<file path="src/rtl/qrs_div_cell.sv">
// ----------------------------------------------------------------------------
// Divider cell
// One restoring division step producing a single quotient bit.
// ----------------------------------------------------------------------------
`timescale 1ns / 1ps

module qrs_div_cell #(
    parameter int QUO_W  = 50,
    parameter int DEN_W  = 33,
    parameter int SIDE_W = 1
) (
    input  logic              i_clk,
    input  logic              i_rst_n,
    input  logic              i_en,
    input  logic              i_valid,
    input  logic [QUO_W-1:0]  i_xq,
    input  logic [DEN_W-1:0]  i_rem,
    input  logic [DEN_W-1:0]  i_den,
    input  logic [SIDE_W-1:0] i_side,
    output logic              o_valid,
    output logic [QUO_W-1:0]  o_xq,
    output logic [DEN_W-1:0]  o_rem,
    output logic [DEN_W-1:0]  o_den,
    output logic [SIDE_W-1:0] o_side
);

    logic [DEN_W:0]    rem_sh;
    logic [DEN_W:0]    diff;
    logic              ge;
    logic [DEN_W-1:0]  n_rem;
    logic [QUO_W-1:0]  n_xq;

    logic              r_valid;
    logic [QUO_W-1:0]  r_xq;
    logic [DEN_W-1:0]  r_rem;
    logic [DEN_W-1:0]  r_den;
    logic [SIDE_W-1:0] r_side;

    always_comb begin
        rem_sh = {i_rem, i_xq[QUO_W-1]};
        diff   = rem_sh - {1'b0, i_den};
        ge     = (rem_sh >= {1'b0, i_den});
        n_rem  = ge ? diff[DEN_W-1:0] : rem_sh[DEN_W-1:0];
        n_xq   = {i_xq[QUO_W-2:0], ge};
    end

    always_ff @(posedge i_clk) begin
        if (!i_rst_n) begin
            r_valid <= 1'b0;
        end else if (i_en) begin
            r_valid <= i_valid;
        end
    end

    always_ff @(posedge i_clk) begin
        if (i_en) begin
            r_xq   <= n_xq;
            r_rem  <= n_rem;
            r_den  <= i_den;
            r_side <= i_side;
        end
    end

    assign o_valid = r_valid;
    assign o_xq    = r_xq;
    assign o_rem   = r_rem;
    assign o_den   = r_den;
    assign o_side  = r_side;

endmodule

</file>
<file path="config.mk">
export PLATFORM = sky130hd
export DESIGN_NAME = qrs_div_cell
export DESIGN_NICKNAME = d
export VERILOG_FILES = /design/src/rtl/qrs_div_cell.sv
export SDC_FILE = /design/constraint.sdc
export NUM_CORES = 1
export LEC_CHECK = 0
export BUFFER_PORTS_ARGS = -buffer_cell sky130_fd_sc_hd__clkbuf_2
export CORE_MARGIN = 10
export CORE_UTILIZATION = 44
export DETAILED_ROUTE_END_ITERATION = 8
export GPL_TIMING_DRIVEN = 0
export PLACE_DENSITY = 0.87
export SLEW_MARGIN = 5
export SYNTH_ARGS = -nofsm -noshare
export SYNTH_HDL_FRONTEND = slang
export SYNTH_SLANG_ARGS = --single-unit
export TNS_END_PERCENT = 10
</file>
<file path="constraint.sdc">
create_clock -name i_clk -period 2.54 [get_ports i_clk]
set_input_delay 0.254 -clock i_clk [delete_from_list [all_inputs] [get_ports i_clk]]
set_output_delay 0.254 -clock i_clk [all_outputs]
set_load 0.01 [all_outputs]
</file>
Word-level counts from Yosys, hierarchy flattened
Cells that the tools add are included.

storage, ports and cells
  flip-flop bits (word level) = 118
  output and inout bits = 118
  bits of input ports = 121
  logic and storage cells = 8

operators by class
  mux-type cells = 1
  $add $sub $neg = 1
  order comparisons = 1

operators by type and width
  cell                                              number
  34-bit by 33-bit >= comparator with 1-bit output  1
  33-bit two-way mux                                1
  33-bit subtractor                                 1

Logic depth before layout (Yosys ltp)
Gate-level depths: netlist of run 1.

  word-level depth = 2
  mapped depth = 13
  depth with buffers taken out = 12

Worst setup path after synthesis of run 1
OpenSTA, ideal clock, no wires.

  path kind = in2reg
  start point = in i_xq[49]
  end point = reg r_rem[32], in the netlist o_rem[32] (data pin)
  slack = -0.197 ns
  cell stages on the path = 12
  library setup time = 0.260 ns
  path buffers = 0
  data required time = 2.280 ns
  data arrival time = 2.478 ns
  cell sequence = inv_1 > ha_1 > inv_1 > fa_1 > a21o_1 > a221oi_2 > o211ai_1 > a21o_1 > a211oi_2 > o311ai_1 > xor2_1 > mux2_2

between the ends
  longest elaborated chain between the ends = 2
  elaborated cells on any way between the ends = 3
  classes of those cells = add/sub: 1; order compare: 1; mux: 1

ends and longest elaborated chain
  element                                                                                       line    RTL
  start, declared                                                                               16      input logic [QUO_W-1:0] i_xq,
  33-bit subtractor / 34-bit by 33-bit >= comparator with 1-bit output (equally long branches)  41, 42
  33-bit two-way mux (*)                                                                        43      n_rem = ge ? diff[DEN_W-1:0] : rem_sh[DEN_W-1:0];
  net n_rem[32]                                                                                 30      logic [DEN_W-1:0] n_rem;
  end signal, assigned                                                                          58      r_rem <= n_rem;
  end, declared                                                                                 35      logic [DEN_W-1:0] r_rem;

Mark *: on every way through the listed nets, which the timed path passes. The rest lies on a longest branch.
A chain may end at the register's enable or synchronous reset.

Worst setup path in the final report of run 1
  start point = in i_den[3]
  end point = reg r_rem[3], in the netlist o_rem[3] (data pin)

between the ends
  longest elaborated chain between the ends = 2
  elaborated cells on any way between the ends = 3
  classes of those cells = add/sub: 1; order compare: 1; mux: 1

ends and longest elaborated chain
  element                                                                                       line    RTL
  start, declared                                                                               18      input logic [DEN_W-1:0] i_den,
  33-bit subtractor / 34-bit by 33-bit >= comparator with 1-bit output (equally long branches)  41, 42
  33-bit two-way mux (*)                                                                        43
  net n_rem[3]                                                                                  30

Marked as above.

==> results.md, run 1 <==
Global route:
- In the global route stage, met3 resource usage came out at 0.0941.
- The largest net degree at the start of global routing is 119.
- The global router's overall resource usage is 0.211.
- The met2 routing resource usage after global routing is 0.363.
- The global routing's busiest layer is met2.
- The initial antenna violation count came to 2.
- The via count of the first global-routing pass is 5114.
- For this run the aggregate overflow at the end of global routing stands at 0.
- The global-route track usage on met1 is 0.224.
- The first global-routing pass estimated 29.4 mm of wire.

Route:
- After detailed routing, the number of vias per cell comes to 5.29.
- The total number of vias is 5030.
- The number of remaining DRC errors is 0.
- Dividing the detail-routed wire length by the instance count gives 21.4 microns.
- Once detail routing completed, the nets flagged for antenna violations numbered 0.
- Wires add up to 20.4 mm.
- The DRC violation total after the first TritonRoute iteration is 473.
- The detailed-routing iteration count for the pre-antenna-repair pass is 5.

Timing:
- The time the final worst path needs with I/O delays and setup is 2590 ps.
- Setup repair after global routing could not meet its margin everywhere.
- Clock skew on the completed layout was measured at 0 ps.
- The worst slew margin relative to its limit is 0.378.
- The number of endpoints failing setup at the final stage is 11.
- Based on the critical path, the design can be clocked at up to 386 MHz.
- The max-slew violation count is 0.
- The total count of hold-check failures in the final report is 0.
- Dividing the final minimum period by the clock period gives 1.02.
- Setup slack on the critical path of the routed design comes to -50.6 ps.
- The slew at the pin closest to its max-slew limit is 933 ps.

Synthesis:
- After synthesis the netlist holds a flip-flop and latch count of 118.
- Of the post-synthesis cell area, the dominant cell type holds 0.592.
- Counting flops with an async set or reset pin after synthesis yields a share of 0.
- The sequential cell area fraction in the yosys report is 0.595.
- Each instance of the synthesized netlist takes up on average 12.6 sq um.
- In this run, synthesis inferred 117 flip-flops with an integrated enable.
- After synthesis, the cell types taking the most area are edfxtp_1 59%, ha_1 7.0%, a21oi_1 4.0%, inv_1 2.8%, xnor2_1 2.7%.
- After technology mapping, the gate count stands at 470.
- The cell area that synthesis handed to floorplanning was 5940 sq um.
- The predominant post-synthesis flop cell is edfxtp_1.
- The most common cell in the synthesized netlist is edfxtp_1.
- The synthesized netlist net count is 625.
- The number of warning messages in the yosys log is 0.
- Counting instances in the post-synthesis netlist gives the leading cell types as 117 x edfxtp_1, 48 x a21oi_1, 44 x inv_1, 36 x nor2_1, 33 x ha_1.
- The netlist uses 63 different library cells.
- The largest area contributor in the netlist is edfxtp_1.

Critical path:
- STA classifies the critical path startpoint as a primary input.
- The top fanout value on the critical path is 10.
- The endpoint kind of the worst setup timing path is a register.
- The required time at the endpoint of the critical path is 2710 ps.
- The arrival time of data at the critical path endpoint is 2760 ps.
- The critical path is of the in2reg type.

Die:
- From bottom edge to top edge, the die measures 136 microns.
- The core region is 13200 sq um.
- The initial core utilization is 0.449.
- In this run the core area contains 42 standard-cell rows.
- Measured along the x axis, the die boundary spans 136 microns.
- The area of the die is 18500 sq um.
- 239 I/O pins were placed.

Pwr:
- The maximum VDD drop is 0.000376 V.
- The standby leakage power is 3.83 nW.
- The design draws 6.21 mW.
- The power density of the placed cells is 740 nW/um^2.

Min path:
- In this run the worst hold path is classified as in2reg.

Clocking:
- In this run, CTS created clock tree buffers numbering 17.
- The CTS H-tree depth is 4.
- The clock tree from TritonCTS is yes.
- The tree is rooted in a clkbuf_16.
- At the later pin of the worst-skew pair, clock insertion delay measures 420 ps.
- The clock-pin slew of the registers on the worst-case setup and hold paths is 60 ps.
- No sink is reached through more buffers than the 2 on the longest clock path.
- The TritonCTS sink count is 118.

Placement:
- At the end of routability-driven placement, the weighted congestion stood at 0.924.
- The number of input and output port buffers inserted is 238.
- Detailed placement finished with a half-perimeter wire length of 14.7 mm.
- After detailed placement, the total cell area comes to 7360 sq um.

Run status:
- The flow ran to the end, but the final reports show violations.
- The final reports fail on setup timing.

Layout:
- The area added between synthesis and finish is 41.4%.
- After routing the design area is 8400 sq um.
- The number of nets in the layout is 915.
- In the final layout, the share of cells above drive strength 1 is 0.413.

Run:
- The tool flagged a number of max-cap violations equal to 0.
## metrics by stage
step	hold slack, ps	worst slack (ps)	setup TNS [ps]	instances	utilization
after floorplan	353	-152	-660	470	-
after global placement	431	-702	-40920	884	0.555
after detailed placement	433	-718	-15050	884	0.556
after CTS	0.400	-102	-628	944	0.626
after global routing	-1.08	-141	-1510	950	0.634
final	10.4	-50.6	-309	951	0.634
## path summary, 6_finish.rpt
kind,from,to,slack (ps),depth (start not counted)
worst max register to register,o_valid,o_valid,1940,2
worst max-delay path,i_den[3],o_rem[3],-50,11
worst min-delay path,i_xq[46],o_xq[47],10,1
worst min register to register,o_valid,o_valid,530,2
## final cells by class
| cell class | count | area [sq um] |
|---|---|---|
| fillers | 1005 | 4850 |
| clock buffers | 17 | 425 |
| well taps | 176 | 220 |
| clock inverters | 15 | 191 |
| inverters | 44 | 165 |
| repair buffers | 272 | 1530 |
| plain buffers | 8 | 65.1 |
| flip-flops and latches | 118 | 3530 |
| multi-input cells | 299 | 2260 |
| diodes | 2 | 5.00 |
## critical path, cell delays in order
cell and delay (ps):
clkbuf_2 120, inv_1 60, ha_1 380, and3_2 250
a221oi_4 80, o21ai_2 220, a21oi_2 130, o31a_2 400
o21ai_4 270, buf_6 240, mux2_1 360
## cell usage in the layout (no fill, tap or decap), drive strengths merged, types with 3 or more instances in the layout
| cell type | count |
|---|---|
| clkbuf | 256 |
| edfxtp | 117 |
| inv | 52 |
| a21oi | 50 |
| nor2 | 36 |
| ha | 33 |
| dlygate4sd3 | 28 |
| nand2 | 22 |
| xnor2 | 18 |
| a21o | 18 |
| o21ai | 16 |
| mux2 | 14 |
| buf | 13 |
| xor2 | 12 |
| and3 | 8 |
| nand3 | 6 |
| o21a | 5 |
| o21bai | 5 |
| nor3 | 5 |
| nand4 | 4 |
| nand2b | 4 |
| bufinv | 3 |
| a221o | 3 |
| or3 | 3 |
| o31ai | 3 |
| o211ai | 3 |
| a21boi | 3 |
## flip-flops by register name, summed over array words and instances, names as in the netlist
name	flops
o_den	33
o_rem	33
o_side	1
o_valid	1
o_xq	50
## layer usage
| layer | up-vias | routed length [microns] | share of wire |
|---|---|---|---|
| li1 | 2333 | - | - |
| met1 | 2393 | 7430 | 0.36 |
| met2 | 267 | 10300 | 0.50 |
| met3 | 37 | 2180 | 0.11 |
| met4 | 0 | 510 | 0.025 |
| met5 | - | 0 | 0 |
## logic make-up after synthesis
group / after synthesis / synth area share
compound gates: 123 / 0.143
xor+xnor: 30 / 0.0442
fa+ha+maj: 34 / 0.0729
buf+inv: 53 / 0.0383
flops: 118 / 0.595
mux: 16 / 0.0305
simple gates: 96 / 0.0756
## what timing repair did
item	CTS	global route
setup buffers	3	3
pin swaps	6	1
resized for setup	4	15
hold buffers	25	3
endpoints found under the hold margin	25	3
setup endpoints to repair	15	31
## where the power goes
| group | switching (mW) | total [mW] | internal, mW |
|---|---|---|---|
| combinational | 0.702 | 1.24 | 0.537 |
| sequential | 0.0619 | 2.45 | 2.39 |
| clock | 0.957 | 2.52 | 1.57 |
| total | 1.72 | 6.21 | 4.49 |
No activity file was read; power rests on OpenSTA's default activity.
==> run 2: changes to the inputs <==
Settings changed: HOLD_SLACK_MARGIN set to 0.06, RECOVER_POWER set to 25.
==> results.md, run 2 (synthesis results as in run 1) <==
Layout:
- The proportion of layout cells with a drive suffix above 1 is 0.347 (-0.0661).
- The final-layout fill cell count is 953 (-5.2%).
- Leaving out fill and tap cells, the most frequent cells in the layout are 207 x clkbuf_2, 117 x edfxtp_1, 84 x dlygate4sd3_1.
- The number of flip-flops under the largest register name came to 50 (unchanged).
- From synthesis to final layout, the design area changed by 50.2%.
- The number of nets in the layout was 973 (+6.3%).
- The most common library cell in the layout ignoring fill and taps is clkbuf_2.

Die:
- The standard cell core area is 13200 sq um (unchanged).
- The count of standard-cell rows is 42 (unchanged).
- The horizontal extent of the die is 136 microns (unchanged).
- The area of the die is 18500 sq um (unchanged).
- The initial core utilization is 0.449 (unchanged).
- The vertical die dimension came to 136 microns (unchanged).
- The number of ports placed on the die boundary is 239 (unchanged).

Timing:
- The final critical-path setup slack is -208 ps (-158 ps).
- The max-slew violation count is 0 (unchanged).
- The slew at the pin closest to its max-slew limit is 963 ps (+29.8 ps).
- The total count of hold-check failures in the final report came to 0 (unchanged).
- The worst slew margin relative to its limit was 0.358 (-0.0199).
- The share of the clock period used by the worst path after layout was 1.08 (+0.0621).
- Setup repair after global routing could not meet its margin everywhere.
- The number of endpoints failing setup at the final stage came to 13 (+2).
- The worst hold slack across all endpoints was 100 ps (+90.1 ps).
- The fmax came to 364 MHz (-5.7%).
- The worst clock skew was 0 ps (unchanged).
- The time the final worst path needs with I/O delays and setup is 2750 ps (+158 ps).

Placement:
- The post-detailed-placement half-perimeter wirelength was 14.7 mm (unchanged).
- The number of input and output port buffers inserted came to 238 (unchanged).
- The last weighted congestion value of the routability-driven placer is 0.924 (unchanged).

Global route:
- The met2 routing resource usage after global routing came to 0.394 (+0.0319).
- The global-route track usage on met1 came to 0.262 (+0.0373).
- The first-pass GRT wire length is 32.6 mm (+11%).
- The global router's overall resource usage came to 0.233 (+0.0220).
- The via count of the first global-routing pass is 5508 (+7.7%).
- The global routing stage identified its most utilized layer as met2.
- The global-route track usage on met3 is 0.0882 (-0.00590).
- The initial antenna violation count was 3 (+1).
- The total congestion overflow is 0 (unchanged).
- The largest net degree at the start of global routing is 119 (unchanged).

Route:
- The total number of vias is 5324 (+5.8%).
- The wire length per cell after detailed routing is 22.0 microns (+2.4%).
- The final routed wirelength across all metal layers is 22.2 mm (+8.8%).
- The number of remaining DRC errors is 0 (unchanged).
- The DRC violation total after the first TritonRoute iteration came to 605 (+28%).
- The routed via count divided by cell count is 5.27 (-0.34%).
- The detailed-routing iteration count for the pre-antenna-repair pass is 5 (unchanged).
- The residual antenna-violating net count after detailed routing came to 0 (unchanged).

Run status:
- The final reports fail on setup timing.
- The flow ran to the end, but the final reports show violations.

Pwr:
- The standby leakage power is 3.98 nW (+4.1%).
- The maximum VDD drop is 0.000378 V (+0.47%).
- The total chip power came to 6.34 mW (+2.0%).
- The power density of the placed cells is 710 nW/um^2 (-4.0%).

Critical path:
- The most frequent cell on the critical path is a21o_1.
- The arrival time of data at the critical path endpoint came to 2920 ps (+160 ps).
- The top fanout value on the critical path was 3 (-7).
- The endpoint kind of the worst setup timing path is a register.
- The critical path goes through buf_6 > inv_4 > ha_4 > inv_2 > fa_2 > a21o_1 > a221oi_4 > o211ai_1 > a21o_1 > a211oi_4 > o311ai_2 > xor2_1 > mux2_4.
- The stage delay of the slowest cell on the critical path came to 380 ps (-20 ps).
- The slowest stage of the critical path belongs to the cell fa_2.
- STA classifies the critical path startpoint as a primary input.
- The required time at the endpoint of the critical path came to 2710 ps (about the same).
- The worst setup path category is in2reg.

Clocking:
- The total CTS buffers is 17 (unchanged).
- The clock latency at the later pin of the worst-skew pair is 430 ps (about the same).
- The CTS H-tree depth came to 4 (unchanged).
- The TritonCTS sink count was 118 (unchanged).
- The tree is rooted in a clkbuf_16.
- The deepest clock path buffer count is 2 (unchanged).
- The clock tree from TritonCTS is yes.
- The clock-pin slew of the registers on the worst-case setup and hold paths is 60 ps (about the same).

Run:
- The number of maximum-capacitance violations came to 0 (unchanged).

Min path:
- The kind of path behind the tightest hold check is in2reg.
run 2: final cells by class:
class                   instances  area, sq um  share of cell area
inverters                      44          168              0.0188
plain buffers                   9         68.8             0.00771
well taps                     176          220              0.0247
clock inverters                15          191              0.0215
clock buffers                  17          425              0.0477
flip-flops and latches        118         3530               0.396
multi-input cells             299         2240               0.252
repair buffers                329         2060               0.231
diodes                          3         7.51            0.000841
run 2: final timing paths:
check | start | to | slack [ps] | cells past startpoint
max reg2reg | o_valid | o_valid | 1940 | 2
max | i_xq[49] | o_rem[32] | -210 | 13
min | i_valid | o_valid | 100 | 3
min reg2reg | o_valid | o_valid | 530 | 2
run 2: stage by stage:
stage	instances	setup TNS [ps]	utilization	instance area (sq um)	worst slack, ps
6_report	1010	-1190	0.674	8920	-208
5_1_grt	1010	-3310	0.674	8920	-257
4_1_cts	1002	-628	0.670	8870	-102
3_5_place_dp	884	-15050	0.556	7360	-718
3_3_place_gp	884	-40920	0.555	7350	-702
2_1_floorplan	470	-660	-	5940	-152
run 2: per-layer routing:
metal  share of wire  routed length (microns)
met1            0.37                     8310
met2            0.50                    11200
met3            0.10                     2210
met4           0.023                      512
met5               0                        0
run 2: power breakdown:
group	total, mW	switching, mW	internal, mW
sequential	2.45	0.0672	2.39
combinational	1.32	0.733	0.587
clock	2.56	0.995	1.57
run 2: what timing repair did:
| action | in CTS | in global routing |
|---|---|---|
| hold buffers | 83 | 1 |
| resized for setup | 4 | 14 |
| setup buffers | 3 | 4 |
| endpoints found under the setup margin | 15 | 33 |
| hold endpoints to repair | 83 | 1 |
| pin swaps | 6 | 8 |
run 2: worst max-delay path: cells and delay by family:
kind / cells / cell delay, ps
AO/OA/AOI/OAI: 6 / 1520
XOR/XNOR: 1 / 170
adder cells (fa/ha/maj): 2 / 510
buffers and inverters: 3 / 200
multiplexers: 1 / 260
