## src/rtl/qrs_sqrt_cell.sv

```systemverilog
// ----------------------------------------------------------------------------
// Square root cell
// One restoring square root step: two radicand bits in, one root bit out.
// ----------------------------------------------------------------------------
`timescale 1ns / 1ps

module qrs_sqrt_cell #(
    parameter int RAD_W  = 66,
    parameter int ROOT_W = 33,
    parameter int SIDE_W = 1
) (
    input  logic                i_clk,
    input  logic                i_rst_n,
    input  logic                i_en,
    input  logic                i_valid,
    input  logic [RAD_W-1:0]    i_rad,
    input  logic [ROOT_W+1:0]   i_rem,
    input  logic [ROOT_W-1:0]   i_root,
    input  logic [SIDE_W-1:0]   i_side,
    output logic                o_valid,
    output logic [RAD_W-1:0]    o_rad,
    output logic [ROOT_W+1:0]   o_rem,
    output logic [ROOT_W-1:0]   o_root,
    output logic [SIDE_W-1:0]   o_side
);

    localparam int REM_W = ROOT_W + 2;

    logic [REM_W+1:0]  rem_sh;
    logic [REM_W+1:0]  trial;
    logic [REM_W+1:0]  diff;
    logic              ge;
    logic [REM_W-1:0]  n_rem;
    logic [ROOT_W-1:0] n_root;
    logic [RAD_W-1:0]  n_rad;

    logic              r_valid;
    logic [RAD_W-1:0]  r_rad;
    logic [REM_W-1:0]  r_rem;
    logic [ROOT_W-1:0] r_root;
    logic [SIDE_W-1:0] r_side;

    always_comb begin
        rem_sh = {i_rem, i_rad[RAD_W-1 -: 2]};
        trial  = {2'b00, i_root, 2'b01};
        diff   = rem_sh - trial;
        ge     = (rem_sh >= trial);
        n_rem  = ge ? diff[REM_W-1:0] : rem_sh[REM_W-1:0];
        n_root = {i_root[ROOT_W-2:0], ge};
        n_rad  = {i_rad[RAD_W-3:0], 2'b00};
    end

    always_ff @(posedge i_clk) begin
        if (!i_rst_n) begin
            r_valid <= 1'b0;
        end else if (i_en) begin
            r_valid <= i_valid;
        end
    end

    always_ff @(posedge i_clk) begin
        if (i_en) begin
            r_rad  <= n_rad;
            r_rem  <= n_rem;
            r_root <= n_root;
            r_side <= i_side;
        end
    end

    assign o_valid = r_valid;
    assign o_rad   = r_rad;
    assign o_rem   = r_rem;
    assign o_root  = r_root;
    assign o_side  = r_side;

endmodule

```

## config.mk

```make
export PLATFORM = sky130hd
export DESIGN_NAME = qrs_sqrt_cell
export DESIGN_NICKNAME = d
export VERILOG_FILES = /design/src/rtl/qrs_sqrt_cell.sv
export SDC_FILE = /design/constraint.sdc
export NUM_CORES = 1
export LEC_CHECK = 0
export BUFFER_PORTS_ARGS = -buffer_cell sky130_fd_sc_hd__buf_4
export CORE_MARGIN = 2
export CORE_UTILIZATION = 40
export CTS_CLUSTER_SIZE = 14
export DETAILED_ROUTE_END_ITERATION = 10
export PLACE_DENSITY = 0.73
export SLEW_MARGIN = 40
export SYNTH_ARGS = -nofsm -noshare
export SYNTH_HDL_FRONTEND = slang
export SYNTH_SLANG_ARGS = --single-unit
```

## constraint.sdc

```tcl
create_clock -name i_clk -period 3.15 [get_ports i_clk]
set_input_delay 0.315 -clock i_clk [delete_from_list [all_inputs] [get_ports i_clk]]
set_output_delay 0.315 -clock i_clk [all_outputs]
set_load 0.02 [all_outputs]
```

=== Word-level counts from Yosys, hierarchy flattened ===
Cells that the tools add are included.

* Bits in latches: 0
* Input port bits: 139
* Register bits: 134
* Memory bits (writable): 0
* Memories kept: 0
* Bits in read-only memories: 0

* Bitwise logic cells: 0
* Divide/modulo/power cells: 0
* Equality and inequality tests: 0
* Order comparisons: 1
* $mul: 0
* Reduce and logical (&&, ||, !) cells: 0
* Shift-type cells: 0
* Multiplexer cells: 1
* $add $sub $neg: 1

{| class="wikitable"
|+ Operators by type and width
! cell !! number
|-
| 37-bit by 35-bit >= comparator with 1-bit output || 1
|-
| 35-bit 2-to-1 mux || 1
|-
| 35-bit subtractor || 1
|}

=== Depth between registers and ports, before layout ===
Gate-level depths: netlist of run 1.

* Depth in word-level cells: 2
* Mapped depth: 14
* Depth with buffers taken out: 11

=== Worst setup path before layout of run 1 ===
Ideal clock, no wire load.

* Path kind: input port to flip-flop
* Start point: input port i_root[9]
* End point: register r_rem[17], in the netlist o_rem[17], data pin
* Path slack: 284 ps
* Data required time: 2890 ps
* Stages: 11
* Buffers on the path: 2
* Data arrival time: 2606 ps
* Library setup time: 260 ps
* Cells stage by stage: inv_1 -> ha_1 -> buf_2 -> nand2_1 -> or3_1 -> or4_1 -> o31a_1 -> o21ai_2 -> o211ai_2 -> buf_6 -> mux2_4

* Longest elaborated chain between the ends: 2
* Elaborated cells on any way between the ends: 3
* Classes of those cells: add/sub: 1; order compare: 1; mux: 1

{| class="wikitable"
|+ Ends and longest elaborated chain
! item !! RTL line !! source
|-
| start, declared || 18 || <nowiki>input logic [ROOT_W-1:0] i_root,</nowiki>
|-
| 35-bit subtractor / 37-bit by 35-bit >= comparator with 1-bit output (equally long branches) || 46, 47 ||
|-
| 35-bit 2-to-1 mux * || 48 || <nowiki>n_rem = ge ? diff[REM_W-1:0] : rem_sh[REM_W-1:0];</nowiki>
|-
| net n_rem[17] || 33 || <nowiki>logic [REM_W-1:0] n_rem;</nowiki>
|-
| end signal, assigned || 64 || <nowiki>r_rem <= n_rem;</nowiki>
|-
| end, declared || 39 || <nowiki>logic [REM_W-1:0] r_rem;</nowiki>
|}

Mark *: on every way through the listed nets, which the timed path passes. The rest lies on a longest branch.
A chain may end at the register's enable or synchronous reset.

=== Worst setup path in the final report of run 1 ===
* Start point: input port i_rem[22]
* End point: register r_rem[34], in the netlist o_rem[34], data pin

* Longest elaborated chain between the ends: 2
* Elaborated cells on any way between the ends: 3
* Classes of those cells: add/sub: 1; order compare: 1; mux: 1

{| class="wikitable"
|+ Ends and longest elaborated chain
! item !! RTL line !! source
|-
| start, declared || 17 || <nowiki>input logic [ROOT_W+1:0] i_rem,</nowiki>
|-
| 35-bit subtractor / 37-bit by 35-bit >= comparator with 1-bit output (equally long branches) || 46, 47 ||
|-
| 35-bit 2-to-1 mux * || 48 ||
|-
| net n_rem[34] || 33 ||
|}

Marks and branches as above.

==> flow_metrics.py, run 1 <==
metrics = {
    "run_status": {
        "status": "finished clean",
    },
    "route": {
        "vias_per_cell": 4.84,
        "antenna_left": 0,
        "drt_iter0_markers": 215,
        "routed_wirelength_um": 17300,
        "drtPass1Iterations": 4,
        "avgRoutedWirePerCell_um": 16.6,
        "num_vias": 5046,
        "drc": 0,
    },
    "cells_and_area": {
        "diodes": 0,
        "drive_above_1_share_pct": 40.3,
        "synthToLayoutAreaGrowth_pct": 47.6,
        "fill_cells": 1359,
        "nets": 988,
    },
    "sta": {
        "rsz0062_at_grt": "no",
        "fmax_ghz": 0.381,
        "fin_tns_setup_ps": 0,
        "tightest_slew_ps": 589,
        "fin_skew_ps": 0,
        "maxSlewViolCount": 0,
        "hold_viol": 0,
        "fin_crit_ps": 2620,
        "slew_headroom_pct": 60.7,
        "setup_viol": 0,
        "min_period_over_period_pct": 83.3,
    },
    "critical_path": {
        "start_kind": "input pin",
        "worstPathRequired_ps": 3310,
        "crit_slowest_cell": "ha_1",
        "path_cells": "buf_4 -> ha_1 -> buf_4 -> a21oi_1 -> o21ai_1 -> a21oi_1 -> nor3b_1 -> nor3_1 -> a211oi_1 -> o211ai_4 -> buf_12 -> o21ai_0",
        "cp_max_fo": 30,
        "cpPeakStageDelay_ps": 350,
        "r2r_slack_ps": 2550,
        "endpoint_kind": "flop",
        "cp.arrival_ps": 2780,
        "r2r-start": "o_valid",
        "setup.worst_path.start": "i_rem[22]",
        "crit_type": "input pin to flop",
    },
    "synthesis": {
        "synth_area_leaders": "edfxtp_1 (63%), ha_1 (6.9%), nand2_1 (3.5%)",
        "synth_common_cells": "edfxtp_1 (133), nand2_1 (59), inv_1 (43)",
        "synthMostInstantiatedCell": "edfxtp_1",
        "synth-seq-area-share_pct": 62.9,
        "synth.distinct_cells": 48,
        "ys_warn_count": 0,
        "synth.avg_cell_area_um2": 12.4,
        "synth-main-ff-cell": "edfxtp_1",
        "synth_enable_flop_cells": 133,
        "synth_top_cell_by_area": "edfxtp_1",
        "synth_area_mm2": 0.00638,
        "synth-seq-cells": 134,
        "postSynthCellCount": 513,
        "async_flop_share_pct": 0,
        "synth_top_area_share_pct": 62.6,
    },
    "die": {
        "start_util_pct": 40.5,
        "die_w_um": 130,
        "rows": 46,
        "core-area_mm2": 0.0158,
        "die_h_um": 130,
        "ios": 275,
        "dieArea_mm2": 0.0170,
    },
    "global_route": {
        "antenna_found_initial": 0,
        "grt_util_all_layers_pct": 19.8,
        "grt_max_degree": 64,
        "grt_pass1_wl_um": 25200,
        "grt_overflow": 0,
        "grt_pass1_vias": 4734,
    },
    "placed_design": {
        "hpwl_um": 13400,
        "place.gp.congestion": 0.839,
        "portBuffers": 272,
    },
    "pwr": {
        "p_int_mw": 3.95,
        "comb_power_share_pct": 23.1,
        "power_frac_clock_pct": 36.3,
        "pwr-share-seq_pct": 40.6,
        "swShare_pct": 28.5,
        "ir_drop_v": 0.000344,
        "total_power_mw": 5.52,
        "p_leak_nw": 4.18,
        "power.switching_mw": 1.57,
        "p_per_area_mw_per_mm2": 586,
    },
    "clock_network": {
        "cts_max_level": 4,
        "ctsLongestPathBuffers": 2,
        "post_cts_resized": 0,
        "cts_tree": "yes",
        "post_cts_buffers": 0,
        "path_clk_slew_ps": 60,
        "clk_latency_ps": 420,
        "postCtsHoldBufs": 0,
        "cts_buffers": 17,
        "clockRootBuffer": "clkbuf_16",
        "cts.sinks": 134,
    },
    "run": {
        "maxCapViolCount": 0,
    },
    "hold_path": {
        "min_path_type": "input pin to flop",
        "hold_start": "i_rad[55]",
    },
}
metal layers:
layer	routed length (um)	vias to the layer above	GRT usage [%]
li1	-	2481	-
met4	374	0	7.51
met3	1360	22	5.74
met2	8690	182	34.1
met1	6880	2361	23.6
met5	0	-	0
power by group through the flow:
stage	Combinational (mW)	Sequential (mW)	Clock, mW
floorplan	0.436	2.52	0
CTS	1.29	2.24	2.05
finish	1.28	2.24	2.01
global placement	1.27	2.28	0
detailed placement	1.28	2.28	0
global route	1.38	2.26	2.12
kinds of logic after synthesis:
| kind of cell | after synthesis | synth area share [%] |
|---|---|---|
| AOI/OAI and AO/OA | 136 | 13.3 |
| xor gates and xnor gates | 33 | 4.53 |
| adders and majority gates | 35 | 6.86 |
| buffers and inverters | 57 | 3.98 |
| DFF | 134 | 62.9 |
| muxes | 3 | 0.549 |
| other | 1 | 0.0587 |
| and+or+nand+nor | 114 | 7.84 |
cell type report:
class | count | area [um^2] | share of cell area (%)
Timing Repair Buffer | 295 | 2260 | 23.9
Inverter | 43 | 161 | 1.71
Multi-Input combinational cell | 323 | 2130 | 22.6
Tap cell | 216 | 270 | 2.87
Clock inverter | 14 | 166 | 1.77
Clock buffer | 17 | 425 | 4.51
Sequential cell | 134 | 4010 | 42.6
path summary, 6_finish.rpt:
kind | to | cells after the start
worst max-delay path | o_rem[34] | 12
worst min-delay path | o_rad[57] | 1
worst max register to register | o_valid | 2
worst min register to register | o_valid | 2
state kept, by name, indices dropped and copies added (netlist names):
name	cells
o_valid	1
o_root	33
o_side	1
o_rem	35
o_rad	64
critical path: cells and delay by family:
family / cells / cell delay (ps)
adders and majority gates: 1 / 350
AOI/OAI and AO/OA: 6 / 1190
and+or+nand+nor: 2 / 420
buffers and inverters: 3 / 500
placed cells by master, fill, tap and decap left out, types with 3 or more instances in the layout:
cell type,count
o21ai_1,29
o21bai_1,6
o211ai_1,6
a21oi_1,37
clkinvlp_4,3
o21ai_0,13
a21o_1,19
and3_1,4
nand2_1,59
edfxtp_1,133
ha_1,35
or3_1,3
buf_4,291
xor2_1,17
o21a_1,4
nor2_1,21
clkbuf_16,17
o31ai_1,3
nand4_1,5
nand3_1,8
xnor2_1,16
inv_1,43
inv_6,5
a211oi_1,3
buf_12,3
nor3_1,5
stage by stage:
| stage | setup WS [ps] | util, % | cells | hold slack (ps) | cell area (um^2) |
|---|---|---|---|---|---|
| after floorplan | 284 | - | 514 | 414 | 6390 |
| after global routing | 270 | 59.8 | 1042 | 47.7 | 9420 |
| after global placement | 137 | 56.0 | 1011 | 493 | 8830 |
| after detailed placement | 117 | 56.0 | 1011 | 495 | 8830 |
| final | 527 | 59.8 | 1042 | 62.5 | 9420 |
| after CTS | 518 | 59.8 | 1042 | 49.0 | 9420 |
(Power assumes the default switching activity.)
==> run 2: changes to the inputs <==
clock period = 2.6 ns   (was 3.15 ns; I/O delays follow)
==> run 2 against run 1 <==
Against the previous run: cell count up 4.8%; final area is 4.8% higher; die area unchanged; critical endpoint is now o_rem[29].
==> flow_metrics.py, run 2 (same netlist as run 1, synthesis figures left out) <==
metrics = {
    "pwr": {
        "p_leak_nw": 4.39,
        "ir_drop_v": 0.000456,
        "p_per_area_mw_per_mm2": 681,
    },
    "global_route": {
        "grt_pass1_wl_um": 25600,
        "grt_overflow": 0,
        "antenna_found_initial": 0,
        "grt_pass1_vias": 5124,
        "grt_max_degree": 55,
        "grt_util_all_layers_pct": 19.9,
    },
    "critical_path": {
        "r2r-end": "o_valid",
        "endpoint_kind": "flop",
        "cp.arrival_ps": 2670,
        "worst-path-stages": 12,
        "crit_path_end": "o_rem[29]",
        "cpPeakStageDelay_ps": 370,
        "crit_type": "input pin to flop",
        "cp_max_fo": 11,
        "r2r_slack_ps": 2010,
        "cpMostUsedCell": "o211ai_1",
        "r2r-start": "o_valid",
        "start_kind": "input pin",
        "crit_family": "compound AO/OA/AOI/OAI gates",
        "worstPathRequired_ps": 2830,
        "crit_slowest_cell": "a211oi_2",
        "reg2reg_depth": 2,
        "path_cells": "buf_4 -> inv_1 -> ha_1 -> o21a_1 -> o211ai_1 -> a311o_1 -> o211ai_1 -> o211ai_1 -> a211oi_2 -> o211ai_4 -> buf_6 -> o31ai_1",
        "path_buf_inv": 3,
        "setup.worst_path.start": "i_root[4]",
    },
    "route": {
        "routed_wirelength_um": 17800,
        "num_vias": 5231,
        "vias_per_cell": 4.79,
        "avgRoutedWirePerCell_um": 16.3,
        "drc": 0,
        "drt_iter0_markers": 258,
        "antenna_left": 0,
        "drtPass1Iterations": 4,
    },
    "clock_network": {
        "cts_tree": "yes",
        "ctsLongestPathBuffers": 2,
        "post_cts_buffers": 0,
        "cts_buffers": 17,
        "clockRootBuffer": "clkbuf_16",
        "cts_max_level": 4,
        "cts.sinks": 134,
        "clk_latency_ps": 410,
        "path_clk_slew_ps": 60,
    },
    "hold_path": {
        "min_path_type": "input pin to flop",
    },
    "placed_design": {
        "hpwl_um": 14000,
        "dpl_cell_area_mm2": 0.00922,
        "place.gp.congestion": 0.871,
        "portBuffers": 272,
    },
    "die": {
        "rows": 46,
        "dieArea_mm2": 0.0170,
        "ios": 275,
        "die_w_um": 130,
        "core-area_mm2": 0.0158,
        "die_h_um": 130,
        "start_util_pct": 40.5,
    },
    "sta": {
        "setup_viol": 0,
        "fmax_ghz": 0.409,
        "fin_crit_ps": 2440,
        "fin_skew_ps": 0,
        "maxSlewViolCount": 0,
        "rsz0062_at_grt": "yes",
        "hold_viol": 0,
        "min_period_over_period_pct": 94.0,
    },
    "cells_and_area": {
        "largest_reg_flops": 64,
        "synthToLayoutAreaGrowth_pct": 54.6,
        "drive_above_1_share_pct": 43.7,
        "diodes": 0,
        "final_cell_mix": "buf_4 (332), edfxtp_1 (133), nand2_1 (58), inv_1 (42), a21oi_1 (37)",
        "post-route-cell-area_mm2": 0.00987,
        "layout_commonest_cell": "buf_4",
        "utilization_pct": 62.6,
        "nets": 1037,
    },
    "run": {
        "maxCapViolCount": 0,
    },
    "run_status": {
        "status": "finished clean",
    },
}
[run 2: cell types whose count changed in the layout (fill, tap and decap cells not counted), sizes merged]
| cell | before | now |
|---|---|---|
| clkinv | 2 | 4 |
| clkinvlp | 3 | 4 |
| inv | 50 | 47 |
| buf | 295 | 337 |
| dlygate4sd3 | 0 | 7 |
| clkbuf | 17 | 18 |
[run 2: worst min-delay path by stage]
stage / endpoint / startpoint / slack, ps / depth (start not counted)
floorplan: o_rad[10] / i_rad[8] / 360 / 0
global placement: o_rad[64] / i_rad[62] / 440 / 1
detailed placement: o_rad[55] / i_rad[53] / 440 / 1
CTS: o_rad[33] / i_rad[31] / 0.7 / 1
global route: o_rad[64] / i_rad[62] / 0.4 / 1
finish: o_rad[20] / i_rad[18] / 20 / 1
[run 2: where the power goes]
group	switching, mW	total [mW]	leakage (nW)	internal [mW]
combinational	0.876	1.66	2.81	0.780
clock	0.928	2.34	0.271	1.42
sequential	0.0665	2.72	1.31	2.65
[run 2: what timing repair did]
item | in CTS | in global routing
gates resized for setup | 0 | 2
endpoints found under the hold margin | 1 | 6
setup endpoints to repair | 0 | 13
hold buffers | 1 | 6
[run 2: metal layers]
metal | GRT usage, % | wire length, um | share of wire (%)
met5 | 0 | 0 | 0
met4 | 8.26 | 469 | 2.6
met3 | 6.85 | 1470 | 8.3
met1 | 21.7 | 6810 | 38
met2 | 35.4 | 9090 | 51
[run 2: cell type report]
class                   count  area, um^2
fillers                  1271        5900
flip-flops and latches    134        4010
repair buffers            344        2640
multi-input cells         323        2210
clock buffers              18         429
well taps                 216         270
inverters                  43         161
clock inverters            14         148
[run 2: metrics by stage]
| stage | setup TNS (ps) | setup WS (ps) | hold slack, ps | instances | total power, mW |
|---|---|---|---|---|---|
| finish | 0 | 156 | 16.2 | 1092 | 6.72 |
| global route | -3.87 | -3.87 | 0.356 | 1092 | 6.99 |
| CTS | 0 | 121 | 0.659 | 1086 | 6.77 |
| detailed placement | -8750 | -306 | 439 | 1053 | 4.41 |
| global placement | -4190 | -161 | 439 | 1053 | 4.38 |
| floorplan | 0 | 2.55 | 359 | 514 | 3.60 |
==> run 3: changes to the inputs <==
clock period = 2.7 ns   (was 2.6 ns; I/O delays follow)
==> run 3 against run 2 <==
Against the previous run: critical path type unchanged; final area shrank 1.5%; total power is 2.8% lower; non-clock buffer count decreased by 17; count of clock-buffer cells in the layout unchanged; first-iteration DRC count fell by 7.4%; worst hold slack improved by 6.4 ps; wire length shrank 0.11%; clock power barely moved; combinational power is 6% lower; critical endpoint is now o_rem[30]; critical path depth up 1; worst setup slack gained 120 ps; cell count decreased by 1.6%.
==> flow_metrics.py, run 3 (same netlist as run 1, synthesis figures left out) <==
metrics = {
    "critical_path": {
        "path_buf_inv": 3,
        "setup.worst_path.start": "i_root[2]",
        "cpPeakStageDelay_ps": 360,
        "worstPathRequired_ps": 2870,
        "crit_slowest_cell": "ha_1",
        "reg2reg_depth": 2,
        "worst-path-stages": 13,
        "cp_max_fo": 5,
        "endpoint_kind": "flop",
        "cpMostUsedCell": "buf_4",
        "start_kind": "input pin",
        "r2r-start": "o_valid",
        "r2r_slack_ps": 2110,
        "crit_family": "compound AO/OA/AOI/OAI gates",
        "crit_type": "input pin to flop",
        "path_cells": "buf_4 -> inv_1 -> ha_1 -> nand4_1 -> a211oi_1 -> a2111oi_2 -> o211ai_1 -> buf_4 -> a211o_1 -> nand3_1 -> o31ai_1 -> xnor2_1 -> o21ai_1",
        "r2r-end": "o_valid",
        "cp.arrival_ps": 2600,
        "crit_path_end": "o_rem[30]",
    },
    "clock_network": {
        "ctsLongestPathBuffers": 2,
        "cts.sinks": 134,
        "post_cts_resized": 0,
        "path_clk_slew_ps": 60,
        "cts_max_level": 4,
        "clk_latency_ps": 420,
        "cts_tree": "yes",
        "cts_buffers": 17,
        "post_cts_buffers": 0,
        "clockRootBuffer": "clkbuf_16",
        "postCtsHoldBufs": 0,
    },
    "sta": {
        "min_period_over_period_pct": 90.0,
        "fin_crit_ps": 2430,
        "maxSlewViolCount": 0,
        "fmax_ghz": 0.412,
        "slew_headroom_pct": 62.5,
        "setup_viol": 0,
        "tightest_slew_ps": 562,
        "hold_viol": 0,
        "fin_skew_ps": 0,
        "rsz0062_at_grt": "no",
    },
    "pwr": {
        "ir_drop_v": 0.000430,
        "p_leak_nw": 4.34,
        "total_power_mw": 6.53,
        "p_per_area_mw_per_mm2": 672,
    },
    "cells_and_area": {
        "largest_reg_flops": 64,
        "layout_commonest_cell": "buf_4",
        "synthToLayoutAreaGrowth_pct": 52.3,
        "post-route-cell-area_mm2": 0.00972,
        "drive_above_1_share_pct": 43.1,
        "nets": 1020,
        "final_cell_mix": "buf_4 (323), edfxtp_1 (133), nand2_1 (59), inv_1 (43), a21oi_1 (37)",
        "diodes": 0,
    },
    "route": {
        "num_vias": 5214,
        "drt_iter0_markers": 239,
        "drtPass1Iterations": 4,
        "routed_wirelength_um": 17800,
        "vias_per_cell": 4.85,
        "antenna_left": 0,
        "drc": 0,
        "avgRoutedWirePerCell_um": 16.6,
    },
    "die": {
        "dieArea_mm2": 0.0170,
        "rows": 46,
        "core-area_mm2": 0.0158,
        "ios": 275,
        "die_h_um": 130,
        "die_w_um": 130,
        "start_util_pct": 40.5,
    },
    "global_route": {
        "grt_use_met1_pct": 23.6,
        "use_met2_pct": 36.7,
        "antenna_found_initial": 0,
        "gr-usage-met3_pct": 5.25,
        "grt_max_degree": 55,
        "grt_pass1_wl_um": 26600,
        "grt_util_all_layers_pct": 20.5,
        "busiest_layer": "met2",
        "grt_pass1_vias": 5165,
        "grt_overflow": 0,
    },
    "run_status": {
        "status": "finished clean",
    },
    "hold_path": {
        "min_path_type": "input pin to flop",
    },
    "placed_design": {
        "portBuffers": 272,
        "dpl_cell_area_mm2": 0.00913,
        "hpwl_um": 14000,
        "place.gp.congestion": 0.845,
    },
    "run": {
        "maxCapViolCount": 0,
    },
}
[run 3: power breakdown]
| part | internal [mW] | total [mW] | switching (mW) |
|---|---|---|---|
| Clock | 1.39 | 2.34 | 0.956 |
| Combinational | 0.726 | 1.56 | 0.836 |
| Sequential | 2.56 | 2.62 | 0.0690 |
[run 3: cell type report]
cell class / instances / area (um^2)
fill: 1293 / 6050
timing repair buffer: 327 / 2500
tap: 216 / 270
clock inverter: 14 / 168
clock buffer: 18 / 429
inverter: 43 / 161
multi-input combinational: 323 / 2180
sequential: 134 / 4010
[run 3: worst min-delay path by stage]
stage,start,depth (start not counted),end
2_1_floorplan,i_rad[8],0,o_rad[10]
3_3_place_gp,i_rad[5],1,o_rad[7]
3_5_place_dp,i_rad[10],1,o_rad[12]
4_1_cts,i_rad[38],1,o_rad[40]
5_1_grt,i_rad[20],1,o_rad[22]
6_report,i_rad[31],1,o_rad[33]
[run 3: metrics by stage]
stage | setup TNS, ps | hold WS (ps) | utilization, % | cells | setup slack, ps
2_1_floorplan | 0 | 369 | - | 514 | 63.7
3_3_place_gp | -1620 | 449 | 57.9 | 1043 | -179
3_5_place_dp | -4060 | 449 | 57.9 | 1043 | -162
4_1_cts | 0 | 7.71 | 61.7 | 1075 | 263
5_1_grt | 0 | 5.97 | 61.7 | 1075 | 17.4
6_report | 0 | 22.6 | 61.7 | 1075 | 271
[run 3: per-layer routing]
layer / vias to the layer above / wire length [um]
met5: - / 0
met4: 0 / 368
met3: 25 / 1250
met2: 175 / 9200
met1: 2461 / 7000
li1: 2553 / -
